==> config.mk <==
export PLATFORM = sky130hd
export DESIGN_NAME = plet_ctrl
export DESIGN_NICKNAME = d
export VERILOG_FILES = /design/src/hdl/plet_pkg.sv /design/src/hdl/plet_ctrl.sv
export SDC_FILE = /design/constraint.sdc
export NUM_CORES = 1
export LEC_CHECK = 0
export BUFFER_PORTS_ARGS = -buffer_cell sky130_fd_sc_hd__buf_2
export CAP_MARGIN = 20
export CORE_UTILIZATION = 45
export DETAILED_ROUTE_END_ITERATION = 10
export GPL_ROUTABILITY_DRIVEN = 1
export PLACE_DENSITY = 0.8
export SETUP_SLACK_MARGIN = 0.2
export SYNTH_ARGS = -nofsm -noshare
export SYNTH_HDL_FRONTEND = slang
export SYNTH_SLANG_ARGS = --single-unit
==> constraint.sdc <==
create_clock -name clk -period 1.6 [get_ports clk]
set_clock_uncertainty 0.2 [all_clocks]
set_input_delay 0.08 -clock clk [delete_from_list [all_inputs] [get_ports clk]]
set_output_delay 0.08 -clock clk [all_outputs]
set_load 0.02 [all_outputs]
==> src/hdl/plet_pkg.sv <==
// Shared types and constants of the pool LRU eviction tracker.
package plet_pkg;

    localparam int TAG_W     = 16;
    localparam int SIZE_W    = 48;
    localparam int LIMIT_W   = 48;
    localparam int THR_W     = 16;
    localparam int CFG_IDX_W = 3;
    localparam int NUM_POOLS = 5;
    localparam int RESULT_CAP = 64;
    localparam int CAP_W     = $clog2(RESULT_CAP);

    localparam logic [THR_W-1:0]     THR_RESET = 16'd3686;
    localparam logic [CFG_IDX_W-1:0] CFG_THR   = 3'd5;

    localparam logic [2:0] K_REG    = 3'd0;
    localparam logic [2:0] K_UNREG  = 3'd1;
    localparam logic [2:0] K_RELOC  = 3'd2;
    localparam logic [2:0] K_TOUCH  = 3'd3;
    localparam logic [2:0] K_QUERY  = 3'd4;

    localparam logic [2:0] ST_OK      = 3'd0;
    localparam logic [2:0] ST_SAME    = 3'd1;
    localparam logic [2:0] ST_NONE    = 3'd2;
    localparam logic [2:0] ST_BADPOOL = 3'd3;
    localparam logic [2:0] ST_FULL    = 3'd4;

    localparam logic [1:0] PS_NONE = 2'd0;
    localparam logic [1:0] PS_REQ  = 2'd1;
    localparam logic [1:0] PS_HIT  = 2'd2;

    localparam logic [1:0] TS_REQ  = 2'd0;
    localparam logic [1:0] TS_ZERO = 2'd1;
    localparam logic [1:0] TS_WALK = 2'd2;

    localparam logic [3:0] OP_NOP       = 4'd0;
    localparam logic [3:0] OP_LOAD      = 4'd1;
    localparam logic [3:0] OP_SCAN      = 4'd2;
    localparam logic [3:0] OP_REG_WR    = 4'd3;
    localparam logic [3:0] OP_SUB       = 4'd4;
    localparam logic [3:0] OP_UNL_RD    = 4'd5;
    localparam logic [3:0] OP_UNL_WR    = 4'd6;
    localparam logic [3:0] OP_MOVE      = 4'd7;
    localparam logic [3:0] OP_APP1      = 4'd8;
    localparam logic [3:0] OP_APP2      = 4'd9;
    localparam logic [3:0] OP_PRESS     = 4'd10;
    localparam logic [3:0] OP_EMIT      = 4'd11;
    localparam logic [3:0] OP_WALK_RD   = 4'd12;
    localparam logic [3:0] OP_WALK_EMIT = 4'd13;

    typedef struct packed {
        logic [2:0]        kind;
        logic [TAG_W-1:0]  entry_tag;
        logic [2:0]        pool;
        logic [SIZE_W-1:0] buf_size;
        logic [SIZE_W-1:0] free_goal;
    } in_item_t;

    typedef struct packed {
        logic [2:0]        status;
        logic [TAG_W-1:0]  out_tag;
        logic [2:0]        out_pool;
        logic [SIZE_W-1:0] pool_bytes_used;
        logic              over_threshold;
        logic              last;
    } out_item_t;

    typedef struct packed {
        logic [3:0] op;
        logic [2:0] status;
        logic [1:0] psrc;
        logic [1:0] tsrc;
    } cmd_t;

    typedef struct packed {
        logic [2:0] kind;
        logic       pool_ok;
        logic       q_empty;
        logic       scan_done;
        logic       hit;
        logic       free_ok;
        logic       same_pool;
        logic       walk_last;
        logic       out_free;
    } sts_t;

endpackage

==> src/hdl/plet_ctrl.sv <==
// Sequencing state machine of the pool LRU eviction tracker.
module plet_ctrl (
    input  logic           clk,
    input  logic           rst_n,
    input  logic           in_valid,
    output logic           in_ready,
    input  plet_pkg::sts_t sts,
    output plet_pkg::cmd_t cmd
);
    import plet_pkg::*;

    localparam logic [3:0] S_IDLE   = 4'd0;
    localparam logic [3:0] S_CHECK  = 4'd1;
    localparam logic [3:0] S_SCAN   = 4'd2;
    localparam logic [3:0] S_DECIDE = 4'd3;
    localparam logic [3:0] S_REGWR  = 4'd4;
    localparam logic [3:0] S_SUB    = 4'd5;
    localparam logic [3:0] S_UNLRD  = 4'd6;
    localparam logic [3:0] S_UNLWR  = 4'd7;
    localparam logic [3:0] S_MOVE   = 4'd8;
    localparam logic [3:0] S_APP1   = 4'd9;
    localparam logic [3:0] S_APP2   = 4'd10;
    localparam logic [3:0] S_PRESS  = 4'd11;
    localparam logic [3:0] S_EMIT   = 4'd12;
    localparam logic [3:0] S_WRD    = 4'd13;
    localparam logic [3:0] S_WEMIT  = 4'd14;

    logic [3:0] state_reg, state_next;
    logic [2:0] st_reg, st_next;
    logic [1:0] ps_reg, ps_next;
    logic [1:0] ts_reg, ts_next;

    assign in_ready = (state_reg == S_IDLE);

    always_comb
    begin
        state_next = state_reg;
        st_next    = st_reg;
        ps_next    = ps_reg;
        ts_next    = ts_reg;
        cmd.op     = OP_NOP;
        cmd.status = st_reg;
        cmd.psrc   = ps_reg;
        cmd.tsrc   = ts_reg;
        case (state_reg)
            S_IDLE:
            begin
                if (in_valid)
                begin
                    cmd.op     = OP_LOAD;
                    state_next = S_CHECK;
                end
            end
            S_CHECK:
            begin
                ts_next = TS_REQ;
                if (sts.kind > K_QUERY)
                begin
                    st_next    = ST_SAME;
                    ps_next    = PS_NONE;
                    state_next = S_PRESS;
                end
                else if (!sts.pool_ok && (sts.kind == K_REG || sts.kind == K_RELOC ||
                                          sts.kind == K_QUERY))
                begin
                    st_next    = ST_BADPOOL;
                    ps_next    = PS_REQ;
                    state_next = S_PRESS;
                end
                else if (sts.kind == K_QUERY)
                begin
                    ps_next    = PS_REQ;
                    st_next    = sts.q_empty ? ST_NONE : ST_OK;
                    ts_next    = sts.q_empty ? TS_ZERO : TS_WALK;
                    state_next = S_PRESS;
                end
                else
                begin
                    state_next = S_SCAN;
                end
            end
            S_SCAN:
            begin
                cmd.op = OP_SCAN;
                if (sts.scan_done)
                begin
                    state_next = S_DECIDE;
                end
            end
            S_DECIDE:
            begin
                state_next = S_PRESS;
                if (sts.kind == K_REG)
                begin
                    if (sts.hit)
                    begin
                        st_next = ST_SAME;
                        ps_next = PS_HIT;
                    end
                    else if (!sts.free_ok)
                    begin
                        st_next = ST_FULL;
                        ps_next = PS_REQ;
                    end
                    else
                    begin
                        st_next    = ST_OK;
                        ps_next    = PS_REQ;
                        state_next = S_REGWR;
                    end
                end
                else if (!sts.hit)
                begin
                    st_next = ST_NONE;
                    ps_next = PS_NONE;
                end
                else if (sts.kind == K_UNREG)
                begin
                    st_next    = ST_OK;
                    ps_next    = PS_HIT;
                    state_next = S_SUB;
                end
                else if (sts.kind == K_RELOC)
                begin
                    if (sts.same_pool)
                    begin
                        st_next = ST_SAME;
                        ps_next = PS_HIT;
                    end
                    else
                    begin
                        st_next    = ST_OK;
                        ps_next    = PS_REQ;
                        state_next = S_SUB;
                    end
                end
                else
                begin
                    st_next    = ST_OK;
                    ps_next    = PS_HIT;
                    state_next = S_UNLRD;
                end
            end
            S_REGWR:
            begin
                cmd.op     = OP_REG_WR;
                state_next = S_APP1;
            end
            S_SUB:
            begin
                cmd.op     = OP_SUB;
                state_next = S_UNLRD;
            end
            S_UNLRD:
            begin
                cmd.op     = OP_UNL_RD;
                state_next = S_UNLWR;
            end
            S_UNLWR:
            begin
                cmd.op = OP_UNL_WR;
                if (sts.kind == K_UNREG)
                begin
                    state_next = S_PRESS;
                end
                else if (sts.kind == K_RELOC)
                begin
                    state_next = S_MOVE;
                end
                else
                begin
                    state_next = S_APP1;
                end
            end
            S_MOVE:
            begin
                cmd.op     = OP_MOVE;
                state_next = S_APP1;
            end
            S_APP1:
            begin
                cmd.op     = OP_APP1;
                state_next = S_APP2;
            end
            S_APP2:
            begin
                cmd.op     = OP_APP2;
                state_next = S_PRESS;
            end
            S_PRESS:
            begin
                cmd.op     = OP_PRESS;
                state_next = (ts_reg == TS_WALK) ? S_WRD : S_EMIT;
            end
            S_EMIT:
            begin
                if (sts.out_free)
                begin
                    cmd.op     = OP_EMIT;
                    state_next = S_IDLE;
                end
            end
            S_WRD:
            begin
                cmd.op     = OP_WALK_RD;
                state_next = S_WEMIT;
            end
            S_WEMIT:
            begin
                if (sts.out_free)
                begin
                    cmd.op     = OP_WALK_EMIT;
                    state_next = sts.walk_last ? S_IDLE : S_WRD;
                end
            end
            default:
            begin
                state_next = S_IDLE;
            end
        endcase
    end

    always_ff @(posedge clk or negedge rst_n)
    begin
        if (!rst_n)
        begin
            state_reg <= S_IDLE;
            st_reg    <= ST_OK;
            ps_reg    <= PS_NONE;
            ts_reg    <= TS_REQ;
        end
        else
        begin
            state_reg <= state_next;
            st_reg    <= st_next;
            ps_reg    <= ps_next;
            ts_reg    <= ts_next;
        end
    end

endmodule

# [Word level (Yosys, flattened, before mapping)]
# Index checks and enable logic that the tools add are counted.
[totals] latchBits=0 elab_cells=87 mem_count=0 reg_bits=11 rom_bits=0 in_bits=14 mem_bits_rw=0
[classes] n_bitwise=0 add_sub_neg=0 muxes=49 n_div=0 n_lt_le_gt_ge=1 eq_ne=23 n_reduce_logical=10 n_shift=0 n_mul=0
[op_table] cell="4-bit 2-to-1 mux" n=17
[op_table] cell="4-bit case mux with 14 select lines" n=1
[op_table] cell="4-bit case mux with 13 select lines" n=1
[op_table] cell="2-bit 2-to-1 mux" n=15
[op_table] cell="4-bit == test, second input constant" n=7
[op_table] cell="3-bit 2-to-1 mux" n=9
[op_table] cell="4-bit by 3-bit == test with 1-bit output, second input constant" n=4
[op_table] cell="4-bit by 2-bit == test with 1-bit output, second input constant" n=2
[op_table] cell="2-bit inequality test, second input constant" n=4
[op_table] cell="3-bit case mux with 2 select lines" n=1
[op_table] cell="4-bit by 1-bit == test with 1-bit output, second input constant" n=1
[op_table] cell="4-bit zero test" n=1
[op_table] cell="1-bit 2-to-1 mux" n=4
[op_table] cell="4-bit inequality test, second input constant" n=1
[op_table] cell="2-bit case mux with 2 select lines" n=1
[op_table] cell="4-bit AND reduction" n=1
[op_table] cell="3-bit by 1-bit == test with 1-bit output, second input constant" n=1
[op_table] cell="3-bit by 2-bit == test with 1-bit output, second input constant" n=1
[op_table] cell="3-bit == test, second input constant" n=1
[op_table] cell="3-bit greater-than comparator, second input constant" n=1
[op_table] cell="3-bit zero test" n=1
[op_table] cell="2-bit == test, second input constant" n=1
[op_table] cell="1-bit logical OR" n=2
[op_table] cell="2-bit AND reduction" n=1
[op_table] cell="other kinds (4)" n=4

# [Logic depth before layout (Yosys ltp)]
# Gate-level depths: netlist of the first run.
[logic_depth] depth_word=7 ltp_mapped=5 ltp_nobuf=4

# [Worst setup path before layout of the first run]
# Ideal clock, no wire load.
[synth_path] kind="register to output" from="register state_reg[1]" to="output port cmd[10] (netlist bit)" slack_ns=-0.081 arrival_time_ns=1.401 path_buffers=2 stages_incl_launch_ff=5 path_cell_list="dfrtp_1 buf_4 buf_2 a211oi_1 a311oi_1"
[synth_lines] element="start, declared" line="plet_ctrl.sv:28" rtl="logic [3:0] state_reg, state_next;"
[synth_lines] element="start signal, assigned" line="plet_ctrl.sv:234" rtl="state_reg <= state_next;"
[synth_lines] element="end, declared" line="plet_ctrl.sv:8" rtl="output plet_pkg::cmd_t cmd"

# [Worst setup path after layout of the first run]
[layout_path] from="register state_reg[3]" to="register st_reg[1]"
[layout_between] elab_chain_len=3 word_cells_on_any_way=6 cone_classes="eq/ne (3); mux (1); reduce/logical (2)"
[layout_rtl] element="4-bit by 1-bit == test with 1-bit output or 4-bit by 2-bit == test with 1-bit output (tied branches)" line="plet_ctrl.sv:45" rtl="case (state_reg)"
[layout_rtl] element="4-bit inequality test (no source line) or 2-bit nonzero test (tied branches)"
[layout_rtl] element="2-bit AND reduction (no source line)"
[layout_rtl] element="end signal, assigned" line="plet_ctrl.sv:235" rtl="st_reg <= st_next;"
[layout_rtl] element="end, declared" line="plet_ctrl.sv:29" rtl="logic [2:0] st_reg, st_next;"
# Parallel ways exist; a longest one is shown, timed or not.
# A chain may end at the register's enable or synchronous reset.

==> results of run 1 <==
-- worst register-to-register path: stages, from the launching register on --
cell and delay [ps]:
dfrtp_2 420, buf_6 140, buf_4 140, nand4bb_4 250
buf_6 170, o211ai_1 70, o31a_1 170, o21ai_1 60
-- power groups by stage --
stage	clock network [W]	registers [W]	logic (W)
after detailed placement	0	0.000586	0.00174
after CTS	0.000193	0.000518	0.00243
after floorplan	0	0.000600	0.00120
after global placement	0	0.000580	0.00168
final	0.000197	0.000559	0.00280
after global routing	0.000222	0.000569	0.00292
-- per-stage QoR --
stage | cell area, µm² | TNS, ps | power (W) | hold slack, ps
2_1_floorplan | 1170 | 0 | 0.00180 | -416
3_3_place_gp | 1370 | 0 | 0.00226 | -246
5_1_grt | 1850 | -1540 | 0.00371 | 0.00477
3_5_place_dp | 1370 | -108 | 0.00233 | -236
6_report | 1850 | -909 | 0.00356 | 1.94
4_1_cts | 1710 | -371 | 0.00314 | 10.4
-- timing repair --
item	CTS	global route
pin swaps	7	10
endpoints found under the hold margin	16	0
setup endpoints to repair	16	16
resized for setup	43	24
hold buffers	5	0
setup buffers	16	4
-- worst max path at each step --
stage                                   from                  endpoint  slack (ps)  cells past startpoint
finish              state_reg[3]$_DFFE_PN0P_     st_reg[1]$_DFFE_PN0P_        -140                      7
CTS                 state_reg[3]$_DFFE_PN0P_                    cmd[7]         -80                      5
floorplan           state_reg[2]$_DFFE_PN0P_  state_reg[1]$_DFFE_PN0P_         150                      4
global placement    state_reg[3]$_DFFE_PN0P_  state_reg[1]$_DFFE_PN0P_         0.6                      5
global route        state_reg[3]$_DFFE_PN0P_     st_reg[1]$_DFFE_PN0P_        -180                      7
detailed placement  state_reg[3]$_DFFE_PN0P_  state_reg[1]$_DFFE_PN0P_         -50                      4
-- final cells by class --
type	instances	area [µm²]	area share
Tap cell	28	35.0	0.0190
Sequential cell	11	280	0.152
Clock buffer	4	26.3	0.0142
Multi-Input combinational cell	104	945	0.512
Inverter	3	11.3	0.00610
Timing Repair Buffer	68	548	0.297
-- cells in the final DEF, fill, tap and decap left out, types with 4 or more instances in the layout --
master,synthesis,final
buf_4,2,23
buf_2,2,20
buf_6,6,18
nand2_1,14,10
dfrtp_1,11,7
nor2_1,8,5
o21ai_0,6,5
dlygate4sd3_1,0,5
nor2_4,1,4
o21ai_1,6,4
nand3_1,4,4
clkbuf_4,0,4
dfrtp_2,0,4
-- metal layers --
metal	global-route usage	wire [µm]	vias to the layer above
met5	0	0	-
met2	0.524	2040	72
li1	-	-	607
met1	0.371	1710	662
met3	0.0614	257	20
met4	0.122	157	0
-- cell families after synthesis --
logic type,synth area share
flip-flops,0.248
buffers and inverters,0.0936
AND/OR/NAND/NOR,0.319
XOR/XNOR,0.0158
AO/OA/AOI/OAI,0.324
==> flow_summary.toml, run 1 <==
[logic_synthesis]
syn-num-nets = 142
yosys-top-cells-count = "14 x nand2_1, 11 x dfrtp_1, 8 x nor2_1"
ys_top_cells_by_area = "dfrtp_1 25%, buf_6 6.1%, nand2_1 4.7%"
yosysMostFrequentCell = "nand2_1"
synthesis.area_um2 = 1110
ys_ff_latch = 11
syn-instance-count = 128
synth_area_leader_cell = "dfrtp_1"
avgSynthCellArea_um2 = 8.67
ys_seq_area_frac = 0.248
synth_edf_count = 0
async_reset_ff_frac = 1.00
synthFlopType = "dfrtp_1"
synth_top_area_share = 0.248
yosysWarnings = 0
ys_types = 57

[global_routing]
grt_overflow = 0
antenna_found_initial = 0
grt_use_total = 0.305
grt_pass1_vias = 1236
grt_max_degree = 15
grt_pass1_wl_um = 5870

[clocking]
clk_path_buf_depth = 2
htree_levels = 1
cts_buffers = 3
clkTransAtPathRegs_ps = 70
clk_latency_ps = 280
cts.sinks = 11
cts_tree = "built"
cts_root_buffer = "clkbuf_4"

[sta]
period_share = 1.08
max_freq_ghz = 0.576
period_minus_slack_ps = 1740
hold_viol_final = 0
maxSlewHeadroom = 0.745
setup_viol = 12
tightestPinTransition_ps = 380
rsz0062_at_grt = "yes"
fin_ws_ps = -135
slew_violations = 0

[die]
rows = 17
core_area_um2 = 2280
dieArea_um2 = 2670
ioPinCount = 26
die_h_um = 51.7
die_w_um = 51.7
initial_core_util = 0.488

[place]
portBuffers = 25
dp_hpwl_um = 2350
gp_congestion = 0.867
pre_cts_ws_ps = -50.6
dp.cells = 189

[power]
clockPowerShare = 0.055
combPwrFrac = 0.787
p_sw_frac = 0.465
power_leakage_nw = 0.792
switching_power_w = 0.00165
peakVddDrop_uv = 1440
power_density_nw_per_um2 = 1930
p_int_w = 0.00190
pwr-share-seq = 0.157

[finish]
layoutNonFillerInstCount = 218
fin_util = 0.811
drive_gt1_frac = 0.616
fill_cells = 128
fin_nets = 205
largest_register_ffs = 4
antennaDiodeCount = 0
area_growth_pct = 66.3

[detailed_routing]
firstDrtPassIters = 4
first_iter_violations = 46
route.detailed.drc = 0
wl_um = 4170
avgRoutedWirePerCell_um = 19.1
vias_per_cell = 6.24
drtAntennaViolNets = 0
vias = 1361

[outcome]
violations = "setup timing"
status = "finished with violations"

[worst_setup_path]
path_cells = "buf_6, buf_4, nand4bb_4, buf_6, o211ai_1, o31a_1, o21ai_1"
critPathMaxFanout = 6
required_ps = 1570
r2r-start = "state_reg[3]$_DFFE_PN0P_"
cp_top_family = "buffers and inverters"
start_kind = "flop"
setup.worst_path.class = "reg -> reg"
cpMaxStageDelayCell = "dfrtp_2"
critical_path_arrival_ps = 1700
worstReg2RegEnd = "st_reg[1]$_DFFE_PN0P_"
cp_common_cell = "buf_6"
reg2reg_slack_ps = -140
ff2ff_path_depth = 7
cp_num_buf_inv = 3
critPathMaxStageDelay_ps = 420
endpoint_kind = "flop"

[hold_path]
min_path_type = "in -> async"

[flow_run]
maxCapViolations = 0
Power figures use the tool's default switching activity.
==> run 2: changes to the inputs <==
--- a/config.mk
+++ b/config.mk
@@ -7,10 +7,12 @@
 export LEC_CHECK = 0
 export BUFFER_PORTS_ARGS = -buffer_cell sky130_fd_sc_hd__buf_2
 export CAP_MARGIN = 20
-export CORE_UTILIZATION = 45
+export CELL_PAD_IN_SITES_DETAIL_PLACEMENT = 0
+export CELL_PAD_IN_SITES_GLOBAL_PLACEMENT = 1
+export CORE_UTILIZATION = 35
 export DETAILED_ROUTE_END_ITERATION = 10
 export GPL_ROUTABILITY_DRIVEN = 1
-export PLACE_DENSITY = 0.8
+export PLACE_DENSITY = 0.83
 export SETUP_SLACK_MARGIN = 0.2
 export SYNTH_ARGS = -nofsm -noshare
 export SYNTH_HDL_FRONTEND = slang
==> flow_summary.toml, run 2 (same netlist as run 1, synthesis figures left out) <==
[power]
power_leakage_nw = 0.789
p_sw_frac = 0.451
pwr-share-seq = 0.149
switching_power_w = 0.00164
power_density_nw_per_um2 = 1930
p_int_w = 0.00201
clockPowerShare = 0.054
peakVddDrop_uv = 533
combPwrFrac = 0.797
finalPower_w = 0.00365

[sta]
slew_violations = 0
setup_viol = 13
hold_viol_final = 0
fin_ws_ps = -124
tightestPinTransition_ps = 309
period_share = 1.08
hold_ws_ps = 13.7
rsz0062_at_grt = "yes"
max_freq_ghz = 0.580
period_minus_slack_ps = 1720
maxSlewHeadroom = 0.794

[clocking]
htree_levels = 1
cts_buffers = 3
clkTransAtPathRegs_ps = 80
clk_latency_ps = 270
clk_path_buf_depth = 2
cts.sinks = 11
cts_root_buffer = "clkbuf_4"
cts_tree = "built"

[die]
die_h_um = 58.3
initial_core_util = 0.367
rows = 20
ioPinCount = 26
dieArea_um2 = 3400
die_w_um = 58.3
core_area_um2 = 3030

[finish]
drive_gt1_frac = 0.604
largest_register_ffs = 4
area_growth_pct = 70.2
final_common_cell = "buf_6"
layoutNonFillerInstCount = 231
final_area_um2 = 1890
antennaDiodeCount = 0
seq_area_um2 = 279
multiInputGateArea_um2 = 940
mostFrequentLayoutCells = "21 x buf_6, 20 x buf_2, 15 x buf_4, 9 x nand2_1, 8 x dfrtp_1"
fill_cells = 235
fin_nets = 202

[outcome]
status = "finished with violations"
violations = "setup timing"

[detailed_routing]
firstDrtPassIters = 7
avgRoutedWirePerCell_um = 16.8
wl_um = 3880
drtAntennaViolNets = 0
vias_per_cell = 5.53
first_iter_violations = 31
vias = 1278
route.detailed.drc = 0

[place]
dp.cells = 200
placedInstanceArea_um2 = 1360
gp_congestion = 0.814
dp_hpwl_um = 2290
portBuffers = 25

[worst_setup_path]
required_ps = 1550
critical_path_arrival_ps = 1670
start_kind = "flop"
critPathMaxFanout = 7
endpoint_kind = "flop"
setup.worst_path.class = "reg -> reg"

[flow_run]
maxCapViolations = 0

[global_routing]
grt_pass1_vias = 1291
grt_pass1_wl_um = 6110
grt_overflow = 0
antenna_found_initial = 0
grt_use_total = 0.239
grt_max_degree = 15

[hold_path]
min_path_type = "in -> async"
-- run 2: cell types whose count changed in the layout (fill, tap and decap cells not counted), moves of 2 or more --
| cell | delta |
|---|---|
| o21ai_2 | -2 |
| buf_6 | +3 |
| nand2_4 | -3 |
| nand2_2 | +3 |
| o21ai_1 | +2 |
| buf_4 | -8 |
-- run 2: what timing repair did --
action,in CTS,in global routing
endpoints found under the setup margin,16,16
gates resized for setup,58,15
hold endpoints to repair,16,0
pin swaps,17,12
cloned,1,0
buffers inserted,18,3
hold buffers,5,0
-- run 2: stage by stage --
| step | worst slack (ps) | setup TNS [ps] | utilization |
|---|---|---|---|
| after floorplan | 153 | 0 | - |
| after detailed placement | -32.8 | -69.3 | 0.448 |
| after global placement | 21.3 | 0 | 0.448 |
| after CTS | -102 | -738 | 0.595 |
| after global routing | -158 | -1480 | 0.624 |
| final | -124 | -966 | 0.624 |
-- run 2: worst max-delay path, cell delays in order (launching register included) --
cell	delay (ps)
dfrtp_2	480
or2_4	280
buf_6	120
o21a_1	200
o221ai_2	240
a31oi_1	80
-- run 2: final timing paths --
kind	from	endpoint	slack, ps	cells past startpoint
max	state_reg[2]$_DFFE_PN0P_	state_reg[0]$_DFFE_PN0P_	-120	5
min	rst_n	ps_reg[0]$_DFFE_PN0P_	10	2
max reg2reg	state_reg[2]$_DFFE_PN0P_	state_reg[0]$_DFFE_PN0P_	-120	5
min reg2reg	st_reg[0]$_DFFE_PN0P_	st_reg[0]$_DFFE_PN0P_	310	2
max in group asynchronous	rst_n	state_reg[2]$_DFFE_PN0P_	960	2
min in group clk	sts[2]	ps_reg[1]$_DFFE_PN0P_	10	3
-- run 2: final cells by class --
type                            instances  area share
Multi-Input combinational cell        104       0.497
Timing Repair Buffer                   65       0.305
Sequential cell                        11       0.148
Tap cell                               44      0.0291
Clock buffer                            3      0.0119
Inverter                                3     0.00596
Clock inverter                          1     0.00265
-- run 2: power by group through the flow --
| stage | sequential, W | clock [W] | combinational (W) |
|---|---|---|---|
| after CTS | 0.000524 | 0.000203 | 0.00265 |
| after detailed placement | 0.000576 | 0 | 0.00168 |
| after floorplan | 0.000600 | 0 | 0.00120 |
| final | 0.000543 | 0.000198 | 0.00291 |
| after global routing | 0.000554 | 0.000223 | 0.00308 |
| after global placement | 0.000562 | 0 | 0.00165 |
-- run 2: metal layers --
layer,up-vias,global-route usage,share of wire
met2,39,0.429,0.54
met1,624,0.283,0.40
li1,603,-,-
met5,-,0,0
met4,0,0.119,0.029
met3,12,0.0242,0.025
